$ cat config.mk
export PLATFORM = sky130hd
export DESIGN_NAME = linear_interp_resampler
export DESIGN_NICKNAME = d
export VERILOG_FILES = /design/src/rtl/core/lir_pkg.sv /design/src/rtl/core/lir_regs.sv /design/src/rtl/core/lir_blend.sv /design/src/rtl/core/lir_seq.sv /design/src/rtl/core/linear_interp_resampler.sv
export SDC_FILE = /design/constraint.sdc
export NUM_CORES = 1
export LEC_CHECK = 0
export BUFFER_PORTS_ARGS = -buffer_cell sky130_fd_sc_hd__buf_2
export CORE_MARGIN = 2
export CORE_UTILIZATION = 34
export CTS_CLUSTER_DIAMETER = 120
export DETAILED_ROUTE_END_ITERATION = 8
export PLACE_DENSITY = 0.49
export SLEW_MARGIN = 20
export SYNTH_ARGS = -nofsm -noshare
export SYNTH_HDL_FRONTEND = slang
export SYNTH_SLANG_ARGS = --single-unit
$ cat constraint.sdc
create_clock -name clk -period 9.34 [get_ports clk]
set_input_delay 1.401 -clock clk [delete_from_list [all_inputs] [get_ports clk]]
set_output_delay 1.401 -clock clk [all_outputs]
set_load 0.02 [all_outputs]
$ cat src/rtl/core/lir_pkg.sv
// shared types, constants and sample decode for the linear interpolation resampler
`timescale 1ns / 1ps
`default_nettype none

package lir_pkg;

  // phase is unsigned 5.16: five integer bits, sixteen fraction bits
  localparam int PHASE_W     = 21;
  localparam int FRAC_W      = 16;
  localparam int SAMPLE_W    = 16;
  localparam int MAX_RESULTS = 64;
  localparam int CNT_W       = $clog2(MAX_RESULTS);

  localparam logic [PHASE_W-1:0] ONE_FRAME = PHASE_W'(32'h0001_0000);
  localparam logic [CNT_W-1:0]   CNT_LAST  = CNT_W'(MAX_RESULTS - 1);

  // sample format codes
  localparam logic [1:0] FMT_LE16 = 2'd0;
  localparam logic [1:0] FMT_BE16 = 2'd1;
  localparam logic [1:0] FMT_S8   = 2'd2;
  localparam logic [1:0] FMT_U8   = 2'd3;

  // register indexes
  localparam int ADDR_W = 4;
  localparam logic [1:0] REG_FORMAT = 2'd0;
  localparam logic [1:0] REG_STEREO = 2'd1;
  localparam logic [1:0] REG_STEP   = 2'd2;

  typedef struct packed {
    logic [15:0] left_word;
    logic [15:0] right_word;
    logic        final_frame;
  } frame_t;

  typedef struct packed {
    logic signed [15:0] out_left;
    logic signed [15:0] out_right;
    logic               run_end;
  } sample_t;

  typedef struct packed {
    logic [1:0]         sample_format;
    logic               stereo_source;
    logic [PHASE_W-1:0] step_rate;
  } cfg_t;

  // raw word to signed 16-bit sample
  function automatic logic signed [15:0] decode_word(input logic [1:0] fmt,
                                                     input logic [15:0] w);
    logic [15:0] r;
    unique case (fmt)
      FMT_LE16: r = w;
      FMT_BE16: r = {w[7:0], w[15:8]};
      FMT_S8:   r = {w[7:0], 8'h00};
      FMT_U8:   r = {~w[7], w[6:0], 8'h00};
      default:  r = w;
    endcase
    return $signed(r);
  endfunction

endpackage

`default_nettype wire

$ cat src/rtl/core/lir_regs.sv
// configuration registers behind the apb port
`timescale 1ns / 1ps
`default_nettype none

module lir_regs (
  input  wire logic                       clk,
  input  wire logic                       rst,
  input  wire logic                       psel,
  input  wire logic                       penable,
  input  wire logic                       pwrite,
  input  wire logic [lir_pkg::ADDR_W-1:0] paddr,
  input  wire logic [31:0]                pwdata,
  output logic      [31:0]                prdata,
  output logic                            pready,
  output lir_pkg::cfg_t                   cfg
);

  logic       wr_en;
  logic [1:0] reg_idx;

  assign pready  = 1'b1;
  assign wr_en   = psel && penable && pwrite;
  assign reg_idx = paddr[3:2];

  // register writes, unknown indexes ignored
  always_ff @(posedge clk) begin
    if (rst) begin
      cfg.sample_format <= lir_pkg::FMT_LE16;
      cfg.stereo_source <= 1'b1;
      cfg.step_rate     <= lir_pkg::ONE_FRAME;
    end else if (wr_en) begin
      unique case (reg_idx)
        lir_pkg::REG_FORMAT: cfg.sample_format <= pwdata[1:0];
        lir_pkg::REG_STEREO: cfg.stereo_source <= pwdata[0];
        lir_pkg::REG_STEP:   cfg.step_rate     <= pwdata[lir_pkg::PHASE_W-1:0];
        default: ;
      endcase
    end
  end

  // read mux
  always_comb begin
    unique case (reg_idx)
      lir_pkg::REG_FORMAT: prdata = {30'd0, cfg.sample_format};
      lir_pkg::REG_STEREO: prdata = {31'd0, cfg.stereo_source};
      lir_pkg::REG_STEP:   prdata = {{(32 - lir_pkg::PHASE_W){1'b0}}, cfg.step_rate};
      default:             prdata = 32'd0;
    endcase
  end

endmodule

`default_nettype wire

$ cat src/rtl/core/lir_blend.sv
// shared blend unit: x0 + trunc((x1 - x0) * frac / 65536), product registered
`timescale 1ns / 1ps
`default_nettype none

module lir_blend (
  input  wire logic                              clk,
  input  wire logic                              go,
  input  wire logic signed [15:0]                x0,
  input  wire logic signed [15:0]                x1,
  input  wire logic        [lir_pkg::FRAC_W-1:0] frac,
  output logic signed      [15:0]                res
);

  logic signed [16:0] diff;
  logic signed [33:0] prod_next;
  logic signed [33:0] prod;
  logic signed [15:0] x0_q;
  logic signed [33:0] prod_adj;
  logic signed [33:0] quot;

  // difference and multiply
  assign diff      = 17'(x1) - 17'(x0);
  assign prod_next = 34'(diff) * 34'($signed({1'b0, frac}));

  // product stage, held until the next issue
  always_ff @(posedge clk) begin
    if (go) begin
      prod <= prod_next;
      x0_q <= x0;
    end
  end

  // round toward zero, then add the base sample
  assign prod_adj = prod + (prod[33] ? 34'sd65535 : 34'sd0);
  assign quot     = prod_adj >>> lir_pkg::FRAC_W;
  assign res      = x0_q + quot[15:0];

endmodule

`default_nettype wire

$ cat src/rtl/core/lir_seq.sv
// sequencer: frame decode, phase tracking and output register
`timescale 1ns / 1ps
`default_nettype none

module lir_seq (
  input  wire logic            clk,
  input  wire logic            rst,
  input  wire lir_pkg::cfg_t   cfg,
  input  wire logic            frame_valid,
  output logic                 frame_stall,
  input  wire lir_pkg::frame_t frame,
  output logic                 sample_valid,
  input  wire logic            sample_stall,
  output lir_pkg::sample_t     sample
);

  localparam logic [2:0] S_IDLE = 3'd0;
  localparam logic [2:0] S_ML   = 3'd1;
  localparam logic [2:0] S_MR   = 3'd2;
  localparam logic [2:0] S_OUT  = 3'd3;
  localparam logic [2:0] S_HOLD = 3'd4;

  localparam int PW = lir_pkg::PHASE_W;

  logic [2:0]                state;
  logic signed [15:0]        held_l, held_r, cur_l, cur_r, res_l;
  logic                      held_valid;
  logic                      last;
  logic [PW-1:0]             phase;
  logic [lir_pkg::CNT_W-1:0] cnt;

  logic signed [15:0] dec_l, dec_r;
  logic               accept, out_free, emit;
  logic               phase_lt, adv_lt, sub_lt, room;
  logic [PW:0]        phase_sum;
  logic [PW-1:0]      phase_adv, adv_sub, phase_drop;
  logic               blend_go;
  logic signed [15:0] blend_x0, blend_x1, blend_res;

  // decode incoming words
  assign dec_l = lir_pkg::decode_word(cfg.sample_format, frame.left_word);
  assign dec_r = cfg.stereo_source ? lir_pkg::decode_word(cfg.sample_format, frame.right_word)
                                   : dec_l;

  assign frame_stall = (state != S_IDLE);
  assign accept      = frame_valid && !frame_stall;
  assign out_free    = !sample_valid || !sample_stall;
  assign emit        = ((state == S_OUT) || (state == S_HOLD)) && out_free;

  // phase arithmetic: saturating advance, one-frame drop
  assign phase_sum  = {1'b0, phase} + {1'b0, cfg.step_rate};
  assign phase_adv  = phase_sum[PW] ? '1 : phase_sum[PW-1:0];
  assign adv_sub    = phase_adv - lir_pkg::ONE_FRAME;
  assign phase_drop = phase - lir_pkg::ONE_FRAME;
  assign phase_lt   = (phase[PW-1:lir_pkg::FRAC_W] == '0);
  assign adv_lt     = (phase_adv[PW-1:lir_pkg::FRAC_W] == '0);
  assign sub_lt     = (adv_sub[PW-1:lir_pkg::FRAC_W] == '0);
  assign room       = (cnt != lir_pkg::CNT_LAST);

  // shared blend unit, left then right
  assign blend_go = (state == S_ML) || (state == S_MR);
  assign blend_x0 = (state == S_ML) ? held_l : held_r;
  assign blend_x1 = (state == S_ML) ? cur_l : cur_r;

  lir_blend u_blend (
    .clk  (clk),
    .go   (blend_go),
    .x0   (blend_x0),
    .x1   (blend_x1),
    .frac (phase[lir_pkg::FRAC_W-1:0]),
    .res  (blend_res)
  );

  // sequencer
  always_ff @(posedge clk) begin
    if (rst) begin
      state        <= S_IDLE;
      held_valid   <= 1'b0;
      phase        <= '0;
      cnt          <= '0;
      last         <= 1'b0;
      sample_valid <= 1'b0;
    end else begin
      // output valid: set on a new sample, cleared once transferred
      sample_valid <= emit || (sample_valid && sample_stall);
      unique case (state)
        S_IDLE: begin
          if (accept) begin
            cnt  <= '0;
            last <= frame.final_frame;
            if (held_valid && phase_lt) begin
              cur_l <= dec_l;
              cur_r <= dec_r;
              state <= S_ML;
            end else begin
              // first frame or skipped frame: just hold it
              held_l     <= dec_l;
              held_r     <= dec_r;
              held_valid <= 1'b1;
              if (!frame.final_frame) begin
                phase <= phase_lt ? phase : phase_drop;
              end else if (phase_lt) begin
                state <= S_HOLD;
              end else if (phase_drop[PW-1:lir_pkg::FRAC_W] == '0) begin
                phase <= phase_drop;
                state <= S_HOLD;
              end else begin
                held_valid <= 1'b0;
                phase      <= '0;
              end
            end
          end
        end
        S_ML: begin
          state <= S_MR;
        end
        S_MR: begin
          res_l <= blend_res;
          state <= S_OUT;
        end
        S_OUT: begin
          if (out_free) begin
            sample.out_left  <= res_l;
            sample.out_right <= blend_res;
            sample.run_end   <= !(room && (adv_lt || (last && sub_lt)));
            cnt              <= cnt + 1'b1;
            if (adv_lt && room) begin
              phase <= phase_adv;
              state <= S_ML;
            end else begin
              held_l <= cur_l;
              held_r <= cur_r;
              if (!last) begin
                phase <= adv_lt ? phase_adv : adv_sub;
                state <= S_IDLE;
              end else if (room && !adv_lt && sub_lt) begin
                phase <= adv_sub;
                state <= S_HOLD;
              end else begin
                held_valid <= 1'b0;
                phase      <= '0;
                state      <= S_IDLE;
              end
            end
          end
        end
        S_HOLD: begin
          if (out_free) begin
            sample.out_left  <= held_l;
            sample.out_right <= held_r;
            sample.run_end   <= !(adv_lt && room);
            cnt              <= cnt + 1'b1;
            if (adv_lt && room) begin
              phase <= phase_adv;
            end else begin
              held_valid <= 1'b0;
              phase      <= '0;
              state      <= S_IDLE;
            end
          end
        end
        default: begin
          state <= S_IDLE;
        end
      endcase
    end
  end

  // checks
  a_busy_after_accept: assert property (@(posedge clk) disable iff (rst)
    (accept && held_valid && phase_lt) |=> (state == S_ML))
    else $error("interpolating frame accepted but blend sequence not started");

  a_hold_phase_in_frame: assert property (@(posedge clk) disable iff (rst)
    (state == S_HOLD) |-> phase_lt)
    else $error("hold output with phase beyond one frame");

  a_no_phase_without_frame: assert property (@(posedge clk) disable iff (rst)
    !held_valid |-> (phase == '0))
    else $error("phase nonzero with no frame held");

  a_interp_needs_frame: assert property (@(posedge clk) disable iff (rst)
    (state == S_ML || state == S_MR || state == S_OUT) |-> held_valid)
    else $error("interpolating without a held frame");

endmodule

`default_nettype wire

$ cat src/rtl/core/linear_interp_resampler.sv
// top level of the linear interpolation resampler
//
// Source frames come in on frame/frame_valid/frame_stall; output samples
// leave on sample/sample_valid/sample_stall. A transfer happens at a clock
// edge with valid high and stall low. Registers sit on an apb port: sample
// format at 0x0, stereo flag at 0x4, 5.16 step rate at 0x8.
// One frame is worked at a time; frame_stall is high from the cycle after a
// transfer until the frame's last output sample is in the output register.
// A frame that only gets stored (first frame, skipped frame) leaves
// frame_stall low. For each interpolated sample the one shared multiplier
// blends left, then right, then the result is loaded. Hold samples after a
// final frame repeat the held frame. Up to 64 samples per frame.
// When the receiver stalls, the output register holds its sample and the
// sequencer waits; frames are stalled meanwhile.
// Synchronous reset clears the held frame, the phase and the output valid,
// and loads the register defaults (16-bit little endian, stereo, step 1.0).
`timescale 1ns / 1ps
`default_nettype none

module linear_interp_resampler (
  input  wire logic                       clk,
  input  wire logic                       rst,
  input  wire logic                       frame_valid,
  output logic                            frame_stall,
  input  wire lir_pkg::frame_t            frame,
  output logic                            sample_valid,
  input  wire logic                       sample_stall,
  output lir_pkg::sample_t                sample,
  input  wire logic                       psel,
  input  wire logic                       penable,
  input  wire logic                       pwrite,
  input  wire logic [lir_pkg::ADDR_W-1:0] paddr,
  input  wire logic [31:0]                pwdata,
  output logic      [31:0]                prdata,
  output logic                            pready
);

  lir_pkg::cfg_t cfg;

  // configuration registers
  lir_regs u_regs (
    .clk     (clk),
    .rst     (rst),
    .psel    (psel),
    .penable (penable),
    .pwrite  (pwrite),
    .paddr   (paddr),
    .pwdata  (pwdata),
    .prdata  (prdata),
    .pready  (pready),
    .cfg     (cfg)
  );

  // datapath and sequencer
  lir_seq u_seq (
    .clk          (clk),
    .rst          (rst),
    .cfg          (cfg),
    .frame_valid  (frame_valid),
    .frame_stall  (frame_stall),
    .frame        (frame),
    .sample_valid (sample_valid),
    .sample_stall (sample_stall),
    .sample       (sample)
  );

endmodule

`default_nettype wire
[Word level (Yosys, flattened, before mapping)]
Index checks and enable logic that the tools add are counted.
Storage, ports and cells
  register bits after elaboration: 220
  input port bits: 76
Operators by class
  add/subtract/negate cells: 7
  $mul: 1
  equal/unequal tests: 22
  mux-type cells: 62
  bitwise operators: 3
  reductions and logical operators: 47
Operators with widths (count)
  two-way mux 21 bit: 14
  two-way mux 16 bit: 12
  one-hot mux 16 bit (4 select lines): 2
  one-hot mux 21 bit (3 select lines): 2
  two-way mux 33 bit: 2
  one-hot mux 33 bit (2 select lines): 1
  one-hot mux 16 bit (2 select lines): 2
  subtractor 21 x 17 -> 21 bit, second input constant: 2
  multiplier 17 x 17 -> 34 bit: 1
  two-way mux 3 bit: 11
  adder 32 x 17 -> 32 bit: 1
  adder 21 x 21 -> 22 bit: 1
  zero test 5 bit: 4
  AND reduction 6 bit: 3
  subtractor 16 x 16 -> 17 bit: 1
  adder 16 bit: 1
  one-hot mux 3 bit (5 select lines): 1
  two-way mux 6 bit: 2
  one-hot mux 6 bit (2 select lines): 1
  logical AND 1 bit: 11
  two-way mux 1 bit: 11
  != test 2 x 1 -> 1 bit, second input constant: 5
  != test 2 bit, second input constant: 5
  AND reduction 2 bit: 5
  other kinds (21): 41

[Longest topological paths before layout]
  depth after elaboration: 11
  depth in mapped cells: 41

[Modules after synthesis]
From an unflattened synthesis, not the netlist that was laid out.
Unflattened totals
  cell total of the unflattened synthesis: 2462
  area total of the unflattened synthesis: 23681.5 um^2
Modules (own cells, without submodules)
  lir_blend: times used 1, cells each 1523, area an instance 14108.5 um^2, sequential area each 1471.4 um^2
  lir_seq: times used 1, cells each 793, area an instance 8230.4 um^2, sequential area each 4053.9 um^2
  lir_regs: times used 1, cells each 146, area an instance 1342.5 um^2, sequential area each 480.5 um^2

[Worst setup path after synthesis]
OpenSTA, ideal clock, no wires.
  path type: flip-flop to flip-flop
  from: reg u_seq.state[2]
  to: reg u_seq.u_blend.prod[30], data pin
  library setup time: 264 ps
  arrival time: 9453 ps
  data required time: 9076 ps
  setup slack: -377 ps
  cell stages (with the launch flop): 41
  path buffers: 4
  path through: dfxtp_1 -> clkbuf_1 -> nor2b_1 -> nor2b_1 -> clkbuf_1 -> buf_1 -> mux2i_1 -> ha_1 -> inv_1 -> fa_1 -> a21o_1 -> a21oi_1 -> o21ai_0 -> a21oi_1 -> o21ai_0 -> a211oi_1 -> o21ai_0 -> nand2_1 -> (+5 left out) -> fa_1 -> inv_1 -> fa_1 -> fa_1 -> inv_1 -> fa_1 -> inv_1 -> ha_1 -> or2_2 -> clkbuf_1 -> or4_1 -> o31ai_1 -> a211oi_1 -> a31oi_1 -> a311oi_1 -> o41ai_1 -> a31oi_1 -> xor2_1
On the way
  cells in the longest elaborated chain, start to end: 4
  elaborated cells on any way between the ends: 5
  those cells by class: 1 x add/sub; 1 x mul; 1 x eq/ne; 2 x mux
Ends and longest elaborated chain
  from (decl): line lir_seq.sv:25  | logic [2:0] state;
  from (signal assigned): line lir_seq.sv:77  | state <= S_IDLE;
  from (signal assigned): line lir_seq.sv:94  | state <= S_ML;
  from (signal assigned): line lir_seq.sv:103  | state <= S_HOLD;
  == test 3 x 1 -> 1 bit *: line lir_seq.sv:62, lir_seq.sv:63
  two-way mux 16 bit (on tied branches): line lir_seq.sv:63, lir_seq.sv:62
  subtractor 16 x 16 -> 17 bit *: line lir_blend.sv:22  | assign diff = 17'(x1) - 17'(x0);
  multiplier 17 x 17 -> 34 bit *: line lir_blend.sv:23  | assign prod_next = 34'(diff) * 34'($signed({1'b0, frac}));
  via u_seq.u_blend.prod_next[30]: line lir_blend.sv:15  | logic signed [33:0] prod_next;
  to (signal assigned): line lir_blend.sv:28  | prod <= prod_next;
  to (decl): line lir_blend.sv:16  | logic signed [33:0] prod;
The timed path passes the listed nets; every way through them passes the cells marked *.
A chain may end at the register's enable or synchronous reset.

[Final worst setup path]
  from: reg u_seq.state[0]
  to: reg u_seq.u_blend.prod[30], data pin
The elaborated chain is that of the path after synthesis.

==> impl_metrics.csv <==
group,metric,value,unit
worst_setup_path,critPathMaxFanout,7,
detailed_routing,wirelength,62900,um
cts,root_buffer,"clkbuf_16",
grt,grt_util_met3,1.67,%
worst_setup_path,worstRegToRegCells,36,
timing,finalMaxSlewViolations,0,
grt,use_met1,23.3,%
worst_setup_path,critPathMostFrequentCell,"fa_1",
timing,period_needed,8990,ps
cts,cts_tree,"built",
synthesis,synth_cell_types,77,
synthesis,ys_warn_count,0,
cells_and_area,antenna_cells,0,
synthesis,synthFlopType,"edfxtp_1",
cts,cts_buffers,27,
timing,clock-skew-final,11.8,ps
job,maxCapViolations,0,
synthesis,synth_edf_count,162,
synthesis,synth_largest_area_cell,"fa_1",
cells_and_area,nets,3320,
floorplanning,ios,144,
synthesis,syn_avg_cell_area,9.12,um2
floorplanning,chipHeight,270,um
cts,cts_buffer_depth,3,
cells_and_area,multi_input_area,16200,um2
worst_setup_path,crit_type,"register to register",
detailed_routing,antenna_left,0,
synthesis,synth_common_cells,"400 x inv_1, 389 x nand2_1, 276 x fa_1",
detailed_routing,via_per_inst,4.97,
timing,finalCritPeriodShare,96.2,%
worst_setup_path,r2r_slack,350,ps
worst_setup_path,crit_end,"u_seq.u_blend.prod[30]",
cts,clock_sinks,219,
worst_setup_path,startpoint,"u_seq.state[0]",
run_status,status,"completed",
cells_and_area,area_delta_synth_final,14.9,%
detailed_routing,drt_pass1_iterations,6,
floorplanning,initial_core_util,34.3,%
floorplanning,die_w,270,um
pwr,power_density,140,nW/um2
synthesis,yosysMostFrequentCell,"inv_1",
worst_setup_path,cpMaxStageDelayCell,"fa_1",
placed_design,gp_congestion,0.854,
timing,slew-limit-headroom,28.7,%
timing,fmax,111,MHz
grt,grt_busiest_layer,"met2",
grt,grt_pass1_wl,104000,um
grt,grtUsageMet2,30.5,%
floorplanning,dieArea,72700,um2
worst_setup_path,reg2reg_from,"u_seq.state[0]",
cells_and_area,register_area,6010,um2
synthesis,synth_area,24000,um2
floorplanning,core,69900,um2
cts,cts.clk_slew.worst_paths,60,ps
cells_and_area,final_area,27600,um2
synthesis,synth_area_leaders,"fa_1 23%, edfxtp_1 20%, ha_1 8.4%",
grt,grt-ovfl-total,0,
floorplanning,num_rows,97,
detailed_routing,first_iter_violations,1008,
synthesis,async_flop_share,0,%
detailed_routing,num_vias,18704,
cells_and_area,nFillCells,7138,
grt,grt_pass1_vias,19635,
hold_path,hold_class,"register to register",
synthesis,synth.top_cell.area_share,23.0,%
worst_setup_path,crit_required,9640,ps
synthesis,ys_seq_area_share,25.0,%
synthesis,ys_seq_elements,219,
cts,ctsHoldBuffers,0,
detailed_routing,routedWlPerCell,16.7,um
timing,fin_ws,354,ps
worst_setup_path,end_kind,"register",
worst_setup_path,startpoint_type,"register",
placed_design,placed_area,26400,um2
timing,tightest_slew,1070,ps
pwr,vdd_ir_drop_max,0.158,mV
grt,antenna_found_initial,0,
worst_setup_path,arrival,9290,ps
worst_setup_path,slowest_delay,540,ps
placed_design,place_ws,-393,ps
cts,ctsHtreeMaxLevel,1,
cells_and_area,drive_gt1_share,14.8,%
worst_setup_path,r2r-end,"u_seq.u_blend.prod[30]",
synthesis,synthCells,2631,
grt,track_usage,17.7,%
placed_design,io_buffers,118,
timing,hold_viol,0,
cells_and_area,instances_no_fill,3767,
pwr,p_leak,12.6,nW
grt,grt_max_degree,50,
placed_design,dpl.hpwl,50400,um
timing,setup_viol_count_final,0,
placed_design,dpl.cell_count,3712,
detailed_routing,drc_errors,0,
cts,worstSkewPairLatency,570,ps
[logic make-up (layout without fill, tap and decap cells)]
kind of cell | Yosys count | count (layout) | synth area share (%)
compound gates | 385 | 385 | 10.7
mux | 69 | 69 | 3.05
fa+ha+maj | 443 | 443 | 31.7
buf+inv | 534 | 720 | 8.59
simple gates | 879 | 879 | 17.2
flops | 219 | 219 | 25.0
xor+xnor | 100 | 100 | 3.65
other cells | 2 | 12 | 0.0313
[where the power goes]
group          internal [mW]  switching [mW]
logic                  0.536            1.02
clock network          0.611           0.449
registers               1.18          0.0575
total                   2.33            1.53
[routing by layer]
metal,vias to the layer above,routed length [um]
li1,8948,-
met1,9334,28600
met2,347,30100
met3,75,1980
met4,0,2250
met5,-,0
[through the flow]
step	setup TNS [ps]	util, %	hold WS, ps	total power, mW
final	0	39.4	472	3.86
after global routing	-97.4	39.4	506	4.09
after CTS	0	39.1	479	3.86
after detailed placement	-944	37.8	470	2.78
after global placement	-475	37.8	455	2.74
after floorplan	0	-	444	2.21
[layout by cell type (no fill, tap or decap), types with 10 or more instances in the layout]
cell type    n
edfxtp_1   162
o22ai_1     10
a31oi_1     11
buf_4      150
xor2_1      23
a311oi_1    11
o21bai_1    12
mux2i_1     36
nor3_1      23
or2_2       12
inv_1      398
o211ai_1    22
xnor2_1     76
a21o_1      20
and3_1      19
buf_2      118
fa_1       274
nand2b_1    19
mux2_2      29
dfxtp_1     56
and2_1     137
conb_1      12
nor2b_1     37
ha_1       157
a21oi_1    107
nor2_1     147
clkbuf_16   27
nand2_1    389
nor4_1      15
o21ai_0     62
nand3_1     40
o41ai_1     18
o21a_1      20
[worst max-delay path: cells and delay by family (launching register included)]
| kind | cells | cell delay (ps) |
|---|---|---|
| adders and majority gates | 8 | 3590 |
| AOI/OAI and AO/OA | 11 | 2160 |
| and+or+nand+nor | 6 | 1120 |
| buffers and inverters | 9 | 990 |
| muxes | 1 | 360 |
| DFF | 1 | 330 |
| xor gates and xnor gates | 1 | 170 |
[worst min path at each step]
stage | from | end | slack, ps | cells after the start
2_1_floorplan | u_seq.cnt[1] | u_seq.cnt[1] | 440 | 2
3_3_place_gp | u_seq.cnt[1] | u_seq.cnt[1] | 450 | 2
3_5_place_dp | u_regs.cfg[17] | u_regs.cfg[17] | 470 | 2
4_1_cts | u_regs.cfg[17] | u_regs.cfg[17] | 480 | 2
5_1_grt | u_regs.cfg[13] | u_regs.cfg[13] | 510 | 2
6_report | u_regs.cfg[15] | u_regs.cfg[15] | 470 | 2
[sequential cells by signal, summed over array words and instances, names as in the netlist]
name	cells
u_seq.u_blend.prod	33
u_seq.cur_r	16
u_seq.state	3
u_seq.held_l	16
u_seq.sample_valid	1
u_seq.cur_l	16
u_seq.u_blend.x0_q	16
u_seq.held_r	16
u_seq.last	1
u_seq.phase	21
u_seq.res_l	16
u_seq.held_valid	1
u_seq.sample	33
u_regs.cfg	24
u_seq.cnt	6
[area by class of cell]
cell class	count	share of cell area (%)
Timing Repair Buffer	270	6.34
Inverter	401	5.46
Clock buffer	34	2.62
Multi-Input combinational cell	1888	58.9
Tap cell	940	4.27
Clock inverter	15	0.613
Sequential cell	219	21.8
[what timing repair did]
item                                    CTS  global route
endpoints found under the setup margin    5             9
buffers inserted                          1             5
cloned                                    0             0
resized for setup                        15            36
pin swaps                                 9            24
(Power assumes the default switching activity.)
